==> src/cbc_pkg.sv <==
// shared types, constants and codes of the cartridge bank controller
package cbc_pkg;

  // sizing
  localparam int RAM_BANKS     = 4;
  localparam int BANK_BYTES    = 8192;
  localparam int ROM_BANK_BITS = 5;
  localparam int RAM_DEPTH     = RAM_BANKS * BANK_BYTES;
  localparam int RAM_AW        = $clog2(RAM_DEPTH);
  localparam int ROM_AW        = 19;
  localparam int OFFSET_W      = $clog2(BANK_BYTES);
  localparam int CFG_IDX_W     = 8;

  // result kinds
  localparam logic [1:0] TGT_OPEN = 2'd0;
  localparam logic [1:0] TGT_ROM  = 2'd1;
  localparam logic [1:0] TGT_RAM  = 2'd2;

  // configuration register indexes
  localparam logic [CFG_IDX_W-1:0] CFG_HDR_TYPE = 8'd0;
  localparam logic [CFG_IDX_W-1:0] CFG_RAM_CODE = 8'd1;

  // header cartridge types
  localparam logic [7:0] CART_MBC1      = 8'd1;
  localparam logic [7:0] CART_MBC1_BATT = 8'd3;

  // header ram codes
  localparam logic [7:0] RAM_CODE_ONE     = 8'd2;
  localparam logic [7:0] RAM_CODE_FOUR    = 8'd3;
  localparam logic [7:0] RAM_CODE_SIXTEEN = 8'd4;
  localparam logic [7:0] RAM_CODE_EIGHT   = 8'd5;

  // bus regions, address bits 15:13
  localparam logic [2:0] RGN_RAM_EN   = 3'd0;
  localparam logic [2:0] RGN_ROM_BANK = 3'd1;
  localparam logic [2:0] RGN_RAM_BANK = 3'd2;
  localparam logic [2:0] RGN_MODE     = 3'd3;
  localparam logic [2:0] RGN_EXT_RAM  = 3'd5;

  // ram enable key in the low nibble
  localparam logic [3:0] RAM_EN_KEY = 4'hA;
  localparam logic [7:0] OPEN_BUS   = 8'hFF;

  // mapper state
  typedef struct packed {
    logic                     ram_enabled;
    logic [ROM_BANK_BITS-1:0] rom_bank;
    logic [1:0]               ram_bank_select;
    logic                     banking_mode;
    logic [1:0]               active_ram_bank;
    logic                     ram_dirty;
  } bank_state_t;

  // per access result, without ram data
  typedef struct packed {
    logic [1:0]        target;
    logic [ROM_AW-1:0] rom_address;
    logic              save_request;
    logic [1:0]        save_bank;
  } access_res_t;

  // banked ram request
  typedef struct packed {
    logic              rd;
    logic              wr;
    logic [RAM_AW-1:0] addr;
    logic [7:0]        wdata;
  } ram_req_t;

endpackage

==> src/cbc_decode.sv <==
// access decode: next mapper state, result kind and ram request for one access
module cbc_decode (
  input  cbc_pkg::bank_state_t st,
  input  logic [7:0]           hdr_type,
  input  logic [7:0]           hdr_ram_code,
  input  logic                 wr,
  input  logic [15:0]          addr,
  input  logic [7:0]           wdata,
  output cbc_pkg::bank_state_t st_nxt,
  output cbc_pkg::access_res_t res,
  output cbc_pkg::ram_req_t    req
);
  import cbc_pkg::*;

  logic                     mbc1;
  logic [2:0]               region;
  logic [4:0]               bank_limit;
  logic                     bank_ok;
  logic                     ram_ok;
  logic [ROM_BANK_BITS-1:0] rom_sel;

  assign mbc1   = hdr_type inside {[CART_MBC1:CART_MBC1_BATT]};
  assign region = addr[15:13];

  // number of banks the header grants
  always_comb begin
    case (hdr_ram_code)
      RAM_CODE_ONE:     bank_limit = 5'd1;
      RAM_CODE_FOUR:    bank_limit = 5'd4;
      RAM_CODE_SIXTEEN: bank_limit = 5'd16;
      RAM_CODE_EIGHT:   bank_limit = 5'd8;
      default:          bank_limit = 5'd0;
    endcase
  end

  assign bank_ok = ({3'b000, st.active_ram_bank} < bank_limit) &&
                   ({3'b000, st.active_ram_bank} < 5'(RAM_BANKS));
  assign ram_ok  = st.ram_enabled && bank_ok;
  assign rom_sel = wdata[ROM_BANK_BITS-1:0];

  // read mapping and register writes
  always_comb begin
    st_nxt           = st;
    res.target       = TGT_OPEN;
    res.rom_address  = '0;
    res.save_request = 1'b0;
    res.save_bank    = 2'd0;
    req.rd           = 1'b0;
    req.wr           = 1'b0;
    req.addr         = RAM_AW'({st.active_ram_bank, addr[OFFSET_W-1:0]});
    req.wdata        = wdata;

    if (!wr) begin
      if (!addr[15]) begin
        res.target = TGT_ROM;
        // fixed window, or switched window when mapped
        if (mbc1 && addr[14]) begin
          res.rom_address = ROM_AW'({st.rom_bank, addr[13:0]});
        end else begin
          res.rom_address = ROM_AW'(addr);
        end
      end else if (mbc1 && region == RGN_EXT_RAM && ram_ok) begin
        res.target = TGT_RAM;
        req.rd     = 1'b1;
      end
    end else if (mbc1) begin
      case (region)
        RGN_RAM_EN: begin
          st_nxt.ram_enabled = (wdata[3:0] == RAM_EN_KEY);
        end
        RGN_ROM_BANK: begin
          st_nxt.rom_bank = (rom_sel == '0) ? ROM_BANK_BITS'(1) : rom_sel;
        end
        RGN_RAM_BANK: begin
          st_nxt.ram_bank_select = wdata[1:0];
          if (st.banking_mode) begin
            st_nxt.active_ram_bank = wdata[1:0];
            res.save_request       = st.ram_dirty;
            res.save_bank          = st.ram_dirty ? st.active_ram_bank : 2'd0;
          end
        end
        RGN_MODE: begin
          st_nxt.banking_mode = wdata[0];
          if (wdata[0]) begin
            st_nxt.active_ram_bank = st.ram_bank_select;
            res.save_request       = st.ram_dirty;
            res.save_bank          = st.ram_dirty ? st.active_ram_bank : 2'd0;
          end
        end
        RGN_EXT_RAM: begin
          if (ram_ok) begin
            req.wr = 1'b1;
            if (hdr_type == CART_MBC1_BATT) begin
              st_nxt.ram_dirty = 1'b1;
            end
          end
        end
        default: begin
          st_nxt = st;
        end
      endcase
    end
  end

endmodule

==> config.mk <==
export PLATFORM = sky130hd
export DESIGN_NAME = cbc_decode
export DESIGN_NICKNAME = d
export VERILOG_FILES = /design/src/cbc_pkg.sv /design/src/cbc_decode.sv
export SDC_FILE = /design/constraint.sdc
export NUM_CORES = 1
export LEC_CHECK = 0
export BUFFER_PORTS_ARGS = -buffer_cell sky130_fd_sc_hd__buf_4
export CORE_MARGIN = 10
export CORE_UTILIZATION = 30
export DETAILED_ROUTE_END_ITERATION = 10
export PLACE_DENSITY = 0.86
export SETUP_SLACK_MARGIN = 0.2
export SYNTH_ARGS = -nofsm -noshare
export SYNTH_HDL_FRONTEND = slang
export SYNTH_SLANG_ARGS = --single-unit
==> constraint.sdc <==
create_clock -name vclk -period 2.6
set_clock_uncertainty 0.15 [all_clocks]
set_input_delay 0.52 -clock vclk [all_inputs]
set_output_delay 0.52 -clock vclk [all_outputs]
set_load 0.02 [all_outputs]
==> run metrics <==
outcome=complete, but fails checks; failing checks=setup timing; post-synthesis sequential area ratio=0%; initial antenna violation count=0; post-place setup slack=-0.1053 ns; # IOs=114; Detailed Place HPWL=3601 µm; Antenna Violating Nets Remaining=0; area occupied by registers=0 µm²; Slew Limit Headroom=57.49%; CP Max Fanout=5; Final Hold Fails=0; Ant. Diodes=0; CP Launch Type=input pin; static leakage=0.8141 nW; starting density of the core=32.22%; worst vdd ir=0.0001146 V; core area=0.002276 mm²; Die Y=69.44 µm; Power, Total=0.0002484 W; final wirelength=4157 µm; number of global-route vias before repair=1270; top cell type's share of synthesized area=24.57%; Max Slew Vio Count=0; cell count after synthesis=102; Layout Nets=248; largest net degree at the start of global routing=15; Final Core Density=74.11%; Syn Area/Cell=7.188 µm²; beginning of the critical path=hdr_type[6]; crit path capture type=output port; Netlist cell types=35; via count=1116; # clk buffers=0; hold slack=0.8900 ns; post-synth net total=155; HP Class=in -> out; Synth area leader=buf_4; CP Class=in -> out; GP Congestion=0.7901; Data arrival, critical path=1.96 ns; RSZ-0062 raised after global routing=yes; Via density=5.050; Max Cap Viol=0; Tcrit/Tclk final=101.1%; initial DRC count=39; first-pass GRT wire length=6237 µm; WP data required=1.93 ns; FMAX=380.6 MHz; Yosys Warn Count=0; DRC=0; DRT Pass-1 Iters=4; Pwr Density=147.3 mW/mm²; setup violators final=1; Tmin final=2.627 ns; num sequential=0; WL/cell=18.81 µm; setup TNS=-0.02749 ns; final setup margin=-0.02749 ns; Worst Setup EP=st_nxt[7]; Layout area overhead=130.0%; layout cells sized above 1=75.65%; die width=69.44 µm; site row count=17; Port Buffers=108; cell area after synthesis=733.2 µm²; cts hold-fix bufs=0; Synth area leaders=buf_4 (25%), and2_1 (13%), mux2_2 (12%); Slew @ Worst Pin=0.6352 ns; GR Util All Layers=14.94%; grt total ovfl=0; die area=0.004821 mm²
-- critical path, cell delays in order --
cell,delay (ns)
buf_6,0.09
nor4_4,0.36
o211a_1,0.24
nand4_1,0.13
buf_6,0.16
mux2_4,0.31
buf_6,0.13
-- synthesized netlist by cell type, drive strengths merged --
cell type / n
buf: 25
and2: 15
mux2: 8
nor2: 8
o21ai: 7
and3: 4
inv: 3
nor3: 3
nor4: 3
o31ai: 3
nand2: 2
nand3: 2
nand4: 2
a2111oi: 1
a21oi: 1
a41oi: 1
clkbuf: 1
mux2i: 1
nand2b: 1
nor2b: 1
nor3b: 1
nor4bb: 1
o2111ai: 1
o211a: 1
o211ai: 1
o21a: 1
o41ai: 1
or3: 1
or4: 1
xnor2: 1
-- worst min path at each step --
| stage | to | slack, ns | start | depth (start not counted) |
|---|---|---|---|---|
| global route | req[7] | 0.89 | wdata[7] | 0 |
| CTS | req[5] | 0.89 | wdata[5] | 0 |
| finish | req[7] | 0.89 | wdata[7] | 0 |
| global placement | req[5] | 0.89 | wdata[5] | 0 |
| detailed placement | req[5] | 0.89 | wdata[5] | 0 |
| floorplan | res[16] | 0.98 | addr[15] | 1 |
-- repair_timing --
action / CTS / global route
endpoints found under the setup margin: 18 / 22
pin swaps: 8 / 10
resized for setup: 27 / 22
cloned: 0 / 0
setup buffers: 2 / 2
-- report_power, final --
group	leakage (nW)	switching (W)	total (W)	internal (W)
Combinational	0.814	0.000123	0.000248	0.000125
Sequential	0	0	0	0
Clock	0	0	0	0
-- metrics by stage --
stage                     std cells  instance area, µm²
after floorplan                 102               774.5
after global placement          217                1465
after detailed placement        217                1465
after CTS                       219                1577
after global routing            221                1687
final                           221                1687
-- cell families (layout without fill, tap and decap cells) --
group | count (synthesis) | count (layout) | share of synthesized area, %
buf+inv | 29 | 120 | 27.30
compound gates | 18 | 18 | 18.94
simple gates | 45 | 45 | 38.91
xor+xnor | 1 | 1 | 1.195
mux | 9 | 9 | 13.65
-- cells in the final DEF, fill, tap and decap left out, types with 3 or more instances in the layout --
master / n
buf_6: 28
o21ai_0: 3
and3_4: 4
mux2_2: 7
nor2_1: 7
and2_1: 13
buf_4: 88
-- routing by layer --
layer  routed length (µm)  vias to the layer above  GRT usage, %
li1                     -                      529             -
met1                 1291                      500         13.25
met2                 2223                       77         28.13
met3                  529                       10         8.274
met4                  112                        0         3.991
met5                    0                        -             0
-- cell type report --
| class | instances | area [µm²] |
|---|---|---|
| tap | 28 | 35.03 |
| multi-input combinational | 73 | 646.9 |
| inverter | 3 | 13.76 |
| fill | 157 | 589.3 |
| timing repair buffer | 117 | 991.0 |
Note: power is estimated with default switching activity, not from simulation.
